==> src/design/nsfc_pkg.sv <==
// Package for the NMEA sentence framer and checksum checker.
// Holds the byte codes, the token and result types and the hex decoder.
// No dependencies; every other design file imports it.
package nsfc_pkg;

   localparam int MAX_SENTENCE_LEN = 128;
   localparam int CNT_W            = $clog2(MAX_SENTENCE_LEN);
   localparam int LEN_W            = 7;
   localparam int TOKQ_DEPTH       = 2;
   localparam int TOKQ_PTR_W       = $clog2(TOKQ_DEPTH);
   localparam int TOKQ_CNT_W       = $clog2(TOKQ_DEPTH + 1);

   localparam logic [7:0] CHAR_DOLLAR = 8'h24;
   localparam logic [7:0] CHAR_STAR   = 8'h2A;
   localparam logic [7:0] CHAR_CR     = 8'h0D;
   localparam logic [7:0] CHAR_LF     = 8'h0A;
   localparam logic [7:0] CHAR_NUL    = 8'h00;

   typedef enum logic [2:0] {
      KIND_DOLLAR,
      KIND_CR,
      KIND_LF,
      KIND_STAR,
      KIND_NUL,
      KIND_OTHER
   } kind_type;

   typedef struct packed {
      kind_type    kind;
      logic [7:0]  data;
      logic        hex_ok;
      logic [3:0]  hex_val;
   } token_type;

   typedef struct packed {
      logic [LEN_W-1:0] sentence_length;
      logic             sum_present;
      logic             sum_match;
   } result_type;

   typedef enum logic {
      FR_IDLE,
      FR_COLLECT
   } frame_state_type;

   // Hex digit value in either case; bit 4 is set when the byte is a hex digit.
   function automatic logic [4:0] hex_decode(input logic [7:0] b);
      logic [4:0] r;
      r = 5'b0_0000;
      if (b >= 8'h30 && b <= 8'h39) begin
         r = {1'b1, 4'(b - 8'h30)};
      end else if (b >= 8'h41 && b <= 8'h46) begin
         r = {1'b1, 4'(b - 8'h37)};
      end else if (b >= 8'h61 && b <= 8'h66) begin
         r = {1'b1, 4'(b - 8'h57)};
      end
      return r;
   endfunction

endpackage

==> src/design/nsfc_back.sv <==
// Back end of the NMEA framer: runs the sentence framing and checksum state
// on each token and queues results in a two-entry output queue. Uses nsfc_pkg.
module nsfc_back (
   input  logic                 clock,
   input  logic                 reset,
   input  logic                 tok_valid,
   output logic                 tok_pop,
   input  nsfc_pkg::token_type  tok_data,
   output logic                 rsp_empty,
   input  logic                 rsp_pop,
   output logic [nsfc_pkg::LEN_W-1:0] rsp_sentence_length,
   output logic                 rsp_sum_present,
   output logic                 rsp_sum_match
);
   import nsfc_pkg::*;

   frame_state_type   state_ff, state_in;
   logic [CNT_W-1:0]  count_ff, count_in;
   logic [7:0]        xor_ff, xor_in;
   logic              star_ff, star_in;
   logic [1:0]        digits_ff, digits_in;
   logic [3:0]        high_ff, high_in;
   logic [3:0]        low_ff, low_in;
   logic              err_ff, err_in;
   logic              nul_ff, nul_in;

   result_type        out_q_ff [2];
   logic              out_wr_ff, out_wr_in;
   logic              out_rd_ff, out_rd_in;
   logic [1:0]        out_cnt_ff, out_cnt_in;

   logic              take;
   logic              at_limit;
   logic              res_push;
   logic              res_pop;
   logic              clear;
   result_type        res;

   // A token is taken whenever the output queue can absorb a possible result.
   assign tok_pop  = tok_valid && ((out_cnt_ff != 2'd2) || rsp_pop);
   assign take     = tok_pop;
   assign at_limit = (count_ff >= CNT_W'(MAX_SENTENCE_LEN - 1));

   // Next state of the framer.
   always_comb begin
      state_in = state_ff;
      if (take) begin
         case (state_ff)
            FR_IDLE: begin
               if (tok_data.kind == KIND_DOLLAR) begin
                  state_in = FR_COLLECT;
               end
            end
            FR_COLLECT: begin
               if (tok_data.kind == KIND_LF) begin
                  state_in = FR_IDLE;
               end else if (tok_data.kind != KIND_DOLLAR && tok_data.kind != KIND_CR
                            && at_limit) begin
                  state_in = FR_IDLE;
               end
            end
            default: state_in = FR_IDLE;
         endcase
      end
   end

   // Sentence datapath and result generation.
   always_comb begin
      count_in  = count_ff;
      xor_in    = xor_ff;
      star_in   = star_ff;
      digits_in = digits_ff;
      high_in   = high_ff;
      low_in    = low_ff;
      err_in    = err_ff;
      nul_in    = nul_ff;
      res_push  = 1'b0;
      clear     = 1'b0;

      res.sum_present     = star_ff && (digits_ff == 2'd2) && !err_ff;
      res.sum_match       = !star_ff || (res.sum_present && (xor_ff == {high_ff, low_ff}));
      res.sentence_length = LEN_W'(count_ff);

      if (take) begin
         if (tok_data.kind == KIND_DOLLAR) begin
            clear    = 1'b1;
            count_in = CNT_W'(1);
         end else if (state_ff == FR_COLLECT && tok_data.kind != KIND_CR) begin
            if (tok_data.kind == KIND_LF) begin
               res_push = 1'b1;
               clear    = 1'b1;
            end else if (at_limit) begin
               clear    = 1'b1;
            end else begin
               count_in = CNT_W'(count_ff + 1'b1);
               if (nul_ff) begin
                  // The scan has ended; bytes are only counted.
               end else if (tok_data.kind == KIND_NUL) begin
                  nul_in = 1'b1;
               end else if (!star_ff) begin
                  if (tok_data.kind == KIND_STAR) begin
                     star_in = 1'b1;
                  end else begin
                     xor_in = xor_ff ^ tok_data.data;
                  end
               end else if (digits_ff != 2'd2) begin
                  if (!tok_data.hex_ok) begin
                     err_in = 1'b1;
                  end
                  if (digits_ff == 2'd0) begin
                     high_in = tok_data.hex_ok ? tok_data.hex_val : 4'h0;
                  end else begin
                     low_in  = tok_data.hex_ok ? tok_data.hex_val : 4'h0;
                  end
                  digits_in = 2'(digits_ff + 1'b1);
               end
            end
         end
      end

      if (clear) begin
         if (tok_data.kind != KIND_DOLLAR) begin
            count_in = '0;
         end
         xor_in    = '0;
         star_in   = 1'b0;
         digits_in = '0;
         high_in   = '0;
         low_in    = '0;
         err_in    = 1'b0;
         nul_in    = 1'b0;
      end
   end

   assign res_pop = rsp_pop && !rsp_empty;

   always_comb begin
      out_wr_in  = res_push ? ~out_wr_ff : out_wr_ff;
      out_rd_in  = res_pop  ? ~out_rd_ff : out_rd_ff;
      out_cnt_in = out_cnt_ff;
      if (res_push && !res_pop) begin
         out_cnt_in = 2'(out_cnt_ff + 1'b1);
      end else if (res_pop && !res_push) begin
         out_cnt_in = 2'(out_cnt_ff - 1'b1);
      end
   end

   assign rsp_empty           = (out_cnt_ff == 2'd0);
   assign rsp_sentence_length = out_q_ff[out_rd_ff].sentence_length;
   assign rsp_sum_present     = out_q_ff[out_rd_ff].sum_present;
   assign rsp_sum_match       = out_q_ff[out_rd_ff].sum_match;

   always_ff @(posedge clock) begin
      if (reset) begin
         state_ff   <= FR_IDLE;
         count_ff   <= '0;
         xor_ff     <= '0;
         star_ff    <= 1'b0;
         digits_ff  <= '0;
         high_ff    <= '0;
         low_ff     <= '0;
         err_ff     <= 1'b0;
         nul_ff     <= 1'b0;
         out_wr_ff  <= 1'b0;
         out_rd_ff  <= 1'b0;
         out_cnt_ff <= '0;
      end else begin
         state_ff   <= state_in;
         count_ff   <= count_in;
         xor_ff     <= xor_in;
         star_ff    <= star_in;
         digits_ff  <= digits_in;
         high_ff    <= high_in;
         low_ff     <= low_in;
         err_ff     <= err_in;
         nul_ff     <= nul_in;
         out_wr_ff  <= out_wr_in;
         out_rd_ff  <= out_rd_in;
         out_cnt_ff <= out_cnt_in;
      end
   end

   always_ff @(posedge clock) begin
      if (res_push) begin
         out_q_ff[out_wr_ff] <= res;
      end
   end

`ifndef SYNTH
   a_out_count_bound: assert property (@(posedge clock) disable iff (reset)
      out_cnt_ff <= 2'd2)
      else $error("result queue count out of range");

   a_idle_is_clear: assert property (@(posedge clock) disable iff (reset)
      (state_ff == FR_IDLE) |-> (count_ff == '0 && !star_ff && xor_ff == 8'h00))
      else $error("framer state not cleared while idle");

   a_digits_need_star: assert property (@(posedge clock) disable iff (reset)
      !star_ff |-> (digits_ff == 2'd0 && !err_ff))
      else $error("checksum digits recorded without a star");

   a_result_from_lf: assert property (@(posedge clock) disable iff (reset)
      res_push |=> (state_ff == FR_IDLE && !rsp_empty))
      else $error("result pushed without closing the sentence");
`endif

endmodule

==> config.mk <==
export PLATFORM = sky130hd
export DESIGN_NAME = nsfc_back
export DESIGN_NICKNAME = d
export VERILOG_FILES = /design/src/design/nsfc_pkg.sv /design/src/design/nsfc_back.sv
export SDC_FILE = /design/constraint.sdc
export NUM_CORES = 1
export LEC_CHECK = 0
export BUFFER_PORTS_ARGS = -buffer_cell sky130_fd_sc_hd__buf_2
export CAP_MARGIN = 15
export CORE_ASPECT_RATIO = 1.25
export CORE_MARGIN = 8
export CORE_UTILIZATION = 30
export CTS_CLUSTER_DIAMETER = 30
export DETAILED_ROUTE_END_ITERATION = 8
export MAX_ROUTING_LAYER = met4
export SLEW_MARGIN = 10
export SYNTH_ARGS = -nofsm -noshare
export SYNTH_HDL_FRONTEND = slang
export SYNTH_SLANG_ARGS = --single-unit
==> constraint.sdc <==
create_clock -name clock -period 2.1 [get_ports clock]
set_input_delay 0 -clock clock [delete_from_list [all_inputs] [get_ports clock]]
set_output_delay 0 -clock clock [all_outputs]
set_load 0.01 [all_outputs]
==> run summary, run 1 <==
Status = complete, no violations
Req. time, crit path = 2.35 ns
Most frequent cells after synthesis = nor2_1, dfxtp_1, edfxtp_1
WS Path Type = register to register
Clk network pwr share = 0.332
Top_reg_cell synth = dfxtp_1
Net Sw Frac = 0.246
Worst Setup End Kind = register
Syn Inst Count = 221
GRT Total Usage = 0.0915
Final setup violation count = 0
Die Footprint = 11,200 um^2
Number of synthesis warnings = 0
Cell taking the most area after synthesis = dfxtp_1
Crit-path cells = or3b_4, nand2_2, inv_2, and4_4, ha_4, or3_1, a21oi_1
Lkg Pwr = 1.12 nW
P_sw = 0.443 mW
H-tree Lvls = 2
Worst vdd ir = 300 uV
Combinational share of power = 0.081
Syn avg cell area = 10.9 um^2
ANT cells = 0
Clk root buf = clkbuf_8
DPL Wire Length = 3400 um
Starting DRT DRC Count = 71
I/O pins = 31
Register bit count reported by yosys = 52
I/O Buffers = 30
Least-Margin Pin Slew = 0.561 ns
Initial antenna violation count = 0
Max Buffers Root-to-Sink = 2
Max stage delay on crit path = 0.42 ns
Setup TNS = 0 ns
Sequential area share after synthesis = 0.507
Relative slew slack = 0.621
Maxcap violations = 0
Total gr overflow = 0
Max Freq = 516 MHz
Most frequent cell after synthesis = nor2_1
Number of clock sinks = 52
RSZ-0062 raised after global routing = false
Int Pwr = 1.36 mW
Power per standard cell area = 647 nW/um^2
Top cells by area, synth = dfxtp_1, edfxtp_1, nor2_1, xnor2_1, mux2i_1
Hold crit path type = input port to register
Hold Violations, Final = 0
CTS Buf Count = 5
Post-synthesis net count = 246
Setup Skew = 0.00673 ns
Vias in the first global route = 1,659
Routed WL = 4630 um
Pre-Repair DR Iteration Count = 4
Seq pwr share = 0.587
ANT nets after route = 0
Die width = 96.1 um
Die H = 116 um
Final Wtd Congestion = 0.772
CTS clock-pin slew for the worst setup and hold paths = 0.10 ns
Period utilization = 0.923
Routed vias = 1,638
Post-synth ARST share = 0
CTS tree = yes
Family with the most delay on the worst path = simple AND/OR/NAND/NOR gates
Largest net degree at the start of global routing = 25
Post-synthesis cell area = 2410 um^2
Worst-Skew Late Latency = 0.31 ns
Synth top area share = 0.283
Core area = 7790 um^2
Nets = 280
Area growth, synth to finish = 15.7%
First-pass GRT wire length = 7820 um
Slowest cell on crit path = or3b_4
Design Area, Final = 2790 um^2
Critical Path Fanout Max = 4
Setup Buffers After CTS = 0
Type of origin of the critical path = register
Initial core utilization = 0.309
DR DRC count = 0
Fin crit period = 1.94 ns
Crit path DAT = 2.18 ns
Vias per inst = 4.67
Final Max Tran Viols = 0
Yosys cell types = 48
Bufs and invs on worst path = 1
WL/cell = 13.2 um
Placement Rows = 36
Share of cells above drive strength 1 = 0.262
EDFF count, synth = 18
Placed inst area = 2660 um^2
[layout make-up]
| type | instances | area [um^2] |
|---|---|---|
| multi-input cells | 157 | 1130 |
| clock inverters | 3 | 27.5 |
| repair buffers | 35 | 203 |
| fillers | 775 | 5000 |
| inverters | 4 | 15.0 |
| well taps | 95 | 119 |
| flip-flops and latches | 52 | 1220 |
| clock buffers | 5 | 68.8 |
[routing by layer]
| layer | track usage | up-vias | wire (um) |
|---|---|---|---|
| met3 | 0.0244 | 4 | 181 |
| met5 | - | - | 0 |
| li1 | - | 848 | - |
| met1 | 0.108 | 759 | 2130 |
| met4 | 0.0308 | 0 | 55 |
| met2 | 0.146 | 27 | 2260 |
[sequential cells by signal (all words and copies together) (netlist names), named ones only]
name        flops
star_ff         1
xor_ff          8
out_cnt_ff      2
out_wr_ff       1
err_ff          1
digits_ff       2
high_ff         4
state_ff        1
out_rd_ff       1
low_ff          4
nul_ff          1
count_ff        7
out_q_ff       18
[cell usage in the layout, fill, tap and decap left out, drive strengths merged, types with 3 or more instances in the layout]
master | netlist | routed
dfxtp | 34 | 34
xnor2 | 13 | 13
nand4 | 3 | 3
nand3 | 12 | 12
a21oi | 3 | 3
and3 | 3 | 3
clkbuf | 1 | 5
nand2 | 5 | 5
buf | 7 | 34
and4 | 3 | 3
nor3 | 12 | 12
xor2 | 11 | 11
ha | 5 | 5
nor2 | 37 | 37
and2 | 6 | 6
inv | 4 | 5
o21ai | 5 | 5
edfxtp | 18 | 18
mux2 | 9 | 9
mux2i | 11 | 11
[cells by family (layout without fill, tap and decap cells)]
family / count (synthesis) / count (layout) / share of synthesized area
xor+xnor: 24 / 24 / 0.0873
fa+ha+maj: 6 / 6 / 0.0301
simple gates: 90 / 90 / 0.198
compound gates: 17 / 17 / 0.0603
buf+inv: 12 / 47 / 0.0296
flops: 52 / 52 / 0.507
mux: 20 / 20 / 0.0878
[timing repair]
item	in CTS	in global routing
setup endpoints to repair	0	10
endpoints found under the hold margin	6	0
hold buffers	1	0
resized for setup	0	4
[worst register-to-register path: stages (launching register included)]
cell	delay, ns
dfxtp_1	0.34
or3b_4	0.42
nand2_2	0.11
inv_2	0.06
and4_4	0.20
ha_4	0.25
or3_1	0.37
a21oi_1	0.14
[power by group through the flow]
stage | logic (mW) | clock network [mW] | registers (mW)
after floorplan | 0.0953 | 0 | 1.08
after global placement | 0.139 | 0 | 1.08
after detailed placement | 0.141 | 0 | 1.08
after CTS | 0.143 | 0.615 | 1.06
after global routing | 0.165 | 0.648 | 1.06
final | 0.146 | 0.599 | 1.06
[final timing paths]
kind / start / endpoint / slack [ns] / cells after the start
setup / recovery: out_cnt_ff[1]$_SDFFE_PP0P_ / out_cnt_ff[1]$_SDFFE_PP0P_ / 0.16 / 7
hold reg to reg: count_ff[5]$_SDFF_PP0_ / out_q_ff[1][7]$_DFFE_PP_ / 0.51 / 0
hold / removal: tok_data[4] / err_ff$_SDFFE_PP0P_ / 0.02 / 3
setup reg to reg: out_cnt_ff[1]$_SDFFE_PP0P_ / out_cnt_ff[1]$_SDFFE_PP0P_ / 0.16 / 7
[metrics by stage]
step	std cells	hold WS, ns	setup WS [ns]	utilization	power [mW]
after CTS	351	0.0104	0.0291	0.355	1.82
after detailed placement	342	0.291	0.0543	0.342	1.22
after floorplan	221	0.116	0.0751	-	1.17
final	351	0.0241	0.163	0.358	1.80
after global placement	342	0.290	0.0886	0.342	1.22
after global routing	351	0.0274	0.0511	0.358	1.88
Note: power is estimated with default switching activity, not from simulation.
==> inputs of run 2 (changes only) <==
Settings changed: CORE_MARGIN 8 to 2.
==> run summary, run 2 (synthesis results as in run 1) <==
Status = complete, no violations
Max Freq = 505 MHz
Nets = 280
Vias per inst = 4.70
Total gr overflow = 0
Commonest non-fill, non-tap cell in the layout = nor2_1
Share of cells above drive strength 1 = 0.258
Worst-Skew Late Latency = 0.31 ns
Top flop regs = out_q_ff: 18 flops, xor_ff: 8 flops, count_ff: 7 flops
Placement Rows = 36
First-pass GRT wire length = 7380 um
Max Buffers Root-to-Sink = 2
Crit path DAT = 2.23 ns
Design Area, Final = 2780 um^2
Req. time, crit path = 2.35 ns
Period utilization = 0.944
Initial antenna violation count = 0
Power per standard cell area = 637 nW/um^2
Final Max Tran Viols = 0
WL/cell = 12.4 um
GRT Total Usage = 0.107
Worst Setup End Kind = register
Critical Path Fanout Max = 4
Post-Place Setup Slack = 0.0529 ns
Area growth, synth to finish = 15.4%
Final setup violation count = 0
Family with the most delay on the worst path = simple AND/OR/NAND/NOR gates
Placed inst area = 2660 um^2
Hold crit path type = input port to register
Starting DRT DRC Count = 94
CTS clock-pin slew for the worst setup and hold paths = 0.10 ns
RSZ-0062 raised after global routing = false
CTS Buf Count = 5
ANT nets after route = 0
Worst vdd ir = 415 uV
Bufs and invs on worst path = 1
Relative slew slack = 0.588
ANT cells = 0
Number of clock sinks = 52
Maxcap violations = 0
Setup TNS = 0 ns
Least-Margin Pin Slew = 0.611 ns
Pre-Repair DR Iteration Count = 4
CTS tree = yes
Crit-path cells = or3b_4, nand2_2, inv_2, and4_1, ha_4, or3_1, a21oi_1
Die Footprint = 8770 um^2
Fin crit period = 1.98 ns
Max stage delay on crit path = 0.41 ns
Largest net degree at the start of global routing = 24
Hold Violations, Final = 0
Type of origin of the critical path = register
Vias in the first global route = 1,570
Most frequent cells in the layout = nor2_1, dfxtp_1, buf_2
H-tree Lvls = 2
Die H = 104 um
WS Path Type = register to register
Total power = 1.77 mW
Final Wtd Congestion = 0.790
Core area = 7790 um^2
I/O pins = 31
Largest register FFs = 18
Routed WL = 4350 um
Setup ws final = 0.118 ns
DPL Wire Length = 3240 um
Initial core utilization = 0.309
Die width = 84.1 um
Reg with most FFs = out_q_ff
I/O Buffers = 30
Lkg Pwr = 1.12 nW
Routed vias = 1,649
Clk root buf = clkbuf_8
Util after Layout = 0.357
Setup Skew = 0.00648 ns
Slowest cell on crit path = or3b_4
DR DRC count = 0
==> run 2: what timing repair did <==
action | CTS | global route
hold endpoints to repair | 6 | 0
setup endpoints to repair | 0 | 10
hold buffers | 1 | 0
resized for setup | 0 | 2
buffers inserted | 0 | 0
==> run 2: tightest hold or removal path, delay by kind of cell <==
| family | cells | cell delay, ns |
|---|---|---|
| buffers and inverters | 1 | 0.12 |
| AO/OA/AOI/OAI | 1 | 0.14 |
| AND/OR/NAND/NOR | 1 | 0.03 |
==> run 2: cell type report <==
class | count | area (um^2)
fillers | 788 | 5010
flip-flops and latches | 52 | 1220
multi-input cells | 157 | 1130
repair buffers | 35 | 203
well taps | 95 | 119
clock buffers | 5 | 68.8
clock inverters | 3 | 21.3
inverters | 4 | 15.0
==> run 2: report_power, final <==
group / internal, mW / switching [mW]
clock network: 0.237 / 0.332
registers: 1.05 / 0.0139
logic: 0.0697 / 0.0724
total: 1.35 / 0.418
==> run 2: path summary, 6_finish.rpt <==
check	depth (start not counted)	endpoint	slack (ns)	start
max	7	out_cnt_ff[1]$_SDFFE_PP0P_	0.12	out_cnt_ff[1]$_SDFFE_PP0P_
min	3	err_ff$_SDFFE_PP0P_	0.01	tok_data[4]
max reg2reg	7	out_cnt_ff[1]$_SDFFE_PP0P_	0.12	out_cnt_ff[1]$_SDFFE_PP0P_
min reg2reg	0	out_q_ff[1][7]$_DFFE_PP_	0.51	count_ff[5]$_SDFF_PP0_
==> run 2: per-stage QoR <==
stage                     hold slack (ns)  cells
after floorplan                     0.116    221
after global placement              0.286    342
after detailed placement            0.288    342
after CTS                         0.00873    351
after global routing               0.0448    351
final                              0.0125    351
==> run 2: layer usage <==
metal  part of all wire  GRT usage
met4              0.021     0.0461
met1               0.44      0.125
met5                  0          -
met3              0.039     0.0222
met2               0.50      0.177
==> inputs of run 3 (changes only) <==
Settings changed: MAX_ROUTING_LAYER met4 to default.
Clock period 2.1 ns to 2.4 ns, I/O delays scaled along.
==> run summary, run 3 (synthesis results as in run 1) <==
Most frequent cells in the layout = nor2_1, dfxtp_1, buf_2
I/O pins = 31
I/O Buffers = 30
ANT nets after route = 0
Nets = 277
Initial core utilization = 0.309
Routed WL = 4360 um
Top flop regs = out_q_ff: 18 flops, xor_ff: 8 flops, count_ff: 7 flops
Worst hold start = tok_data[4]
Worst vdd ir = 285 uV
DPL Wire Length = 3180 um
ANT cells = 0
GRT Total Usage = 0.106
Total gr overflow = 0
Status = complete, no violations
FF-to-FF End = out_cnt_ff[1]$_SDFFE_PP0P_
RSZ-0062 raised after global routing = false
Setup Buffers After CTS = 0
DR DRC count = 0
Die Footprint = 8770 um^2
Max Freq = 471 MHz
WL/cell = 12.5 um
Reg with most FFs = out_q_ff
Clk network pwr share = 0.329
Max Buffers Root-to-Sink = 2
Die H = 104 um
Placed cell count = 339
Routed vias = 1,634
H-tree Lvls = 2
Least-Margin Pin Slew = 0.787 ns
Gates resized, CTS repair = 0
Crit path DAT = 2.36 ns
Register area = 1220 um^2
Area growth, synth to finish = 14.1%
Pre-Repair DR Iteration Count = 4
Req. time, crit path = 2.64 ns
Share of cells above drive strength 1 = 0.241
Multi-input gate area = 1120 um^2
Core area = 7790 um^2
Power per standard cell area = 566 nW/um^2
Period utilization = 0.884
Die width = 84.1 um
Setup TNS = 0 ns
WHS Endpoint = err_ff$_SDFFE_PP0P_
Relative slew slack = 0.474
P_sw = 0.372 mW
Number of clock sinks = 52
Filler instances = 799
Hold crit path type = input port to register
Non-filler instance count after layout = 348
Placement Rows = 36
Worst r2r src = out_cnt_ff[0]$_SDFFE_PP0P_
Commonest non-fill, non-tap cell in the layout = nor2_1
WS Path Type = register to register
Final setup violation count = 0
Fin crit period = 2.12 ns
CTS Buf Count = 5
Largest register FFs = 18
Setup slack, reg-to-reg = 0.28 ns
Type of origin of the critical path = register
Lkg Pwr = 1.10 nW
Setup Skew = 0.00658 ns
Critical Path Fanout Max = 5
Seq pwr share = 0.598
Starting DRT DRC Count = 81
Final Wtd Congestion = 0.773
Worst Reg2Reg Path Length in Cells = 7
Maxcap violations = 0
Vias per inst = 4.70
Hold path cells = 3
Int Pwr = 1.18 mW
Worst-Skew Late Latency = 0.31 ns
Initial antenna violation count = 0
Final Max Tran Viols = 0
CTS tree = yes
Clk root buf = clkbuf_8
Hold Violations, Final = 0
First-pass GRT wire length = 7620 um
Net Sw Frac = 0.239
Largest net degree at the start of global routing = 22
Vias in the first global route = 1,630
CTS clock-pin slew for the worst setup and hold paths = 0.10 ns
Worst Setup End Kind = register
Combinational share of power = 0.073
-- run 3: cell count changes in the layout (fill, tap and decap cells not counted), sizes merged --
cell / before / now
buf: 34 / 31
-- run 3: worst max-delay path by stage --
stage                               startpoint                         end  cells past startpoint
floorplan           out_cnt_ff[0]$_SDFFE_PP0P_  out_cnt_ff[1]$_SDFFE_PP0P_                      7
global placement    out_cnt_ff[0]$_SDFFE_PP0P_  out_cnt_ff[1]$_SDFFE_PP0P_                      7
detailed placement  out_cnt_ff[0]$_SDFFE_PP0P_    out_q_ff[0][7]$_DFFE_PP_                      5
CTS                 out_cnt_ff[0]$_SDFFE_PP0P_    out_q_ff[0][0]$_DFFE_PP_                      5
global route        out_cnt_ff[0]$_SDFFE_PP0P_  out_cnt_ff[1]$_SDFFE_PP0P_                      7
finish              out_cnt_ff[0]$_SDFFE_PP0P_  out_cnt_ff[1]$_SDFFE_PP0P_                      7
-- run 3: cell type report --
cell class / instances / share of cell area
Sequential cell: 52 / 0.444
Multi-Input combinational cell: 157 / 0.406
Timing Repair Buffer: 32 / 0.0656
Tap cell: 95 / 0.0433
Clock buffer: 5 / 0.0250
Clock inverter: 3 / 0.0100
Inverter: 4 / 0.00546
-- run 3: metal layers --
| layer | GRT usage | up-vias | routed length, um |
|---|---|---|---|
| met4 | 0.0426 | 0 | 38 |
| li1 | - | 838 | - |
| met1 | 0.128 | 759 | 1900 |
| met3 | 0.0222 | 2 | 207 |
| met5 | 0 | - | 0 |
| met2 | 0.181 | 35 | 2210 |
-- run 3: stage by stage --
stage | worst slack [ns] | util | power, mW | area [um^2] | hold WS [ns]
3_5_place_dp | 0.262 | 0.339 | 1.06 | 2640 | 0.279
5_1_grt | 0.139 | 0.353 | 1.63 | 2750 | 0.0209
6_report | 0.279 | 0.353 | 1.56 | 2750 | 0.0154
2_1_floorplan | 0.375 | - | 1.03 | 2410 | 0.116
3_3_place_gp | 0.335 | 0.339 | 1.06 | 2640 | 0.289
4_1_cts | 0.248 | 0.353 | 1.58 | 2750 | 0.00621
-- run 3: power groups by stage --
stage / registers (mW) / clock network [mW] / logic [mW]
after floorplan: 0.942 / 0 / 0.0834
after global placement: 0.951 / 0 / 0.112
after detailed placement: 0.951 / 0 / 0.112
after CTS: 0.931 / 0.533 / 0.114
after global routing: 0.934 / 0.567 / 0.128
final: 0.930 / 0.512 / 0.114
-- run 3: repair_timing --
action,CTS,global route
hold endpoints to repair,6,0
endpoints found under the setup margin,0,0
hold buffers,1,0
-- run 3: worst max-delay path: stages, from the launching register on --
cell     delay [ns]
dfxtp_1        0.37
or3b_4         0.45
nand2_2        0.11
inv_2          0.06
and4_1         0.23
ha_1           0.34
or3_1          0.37
a21oi_1        0.13
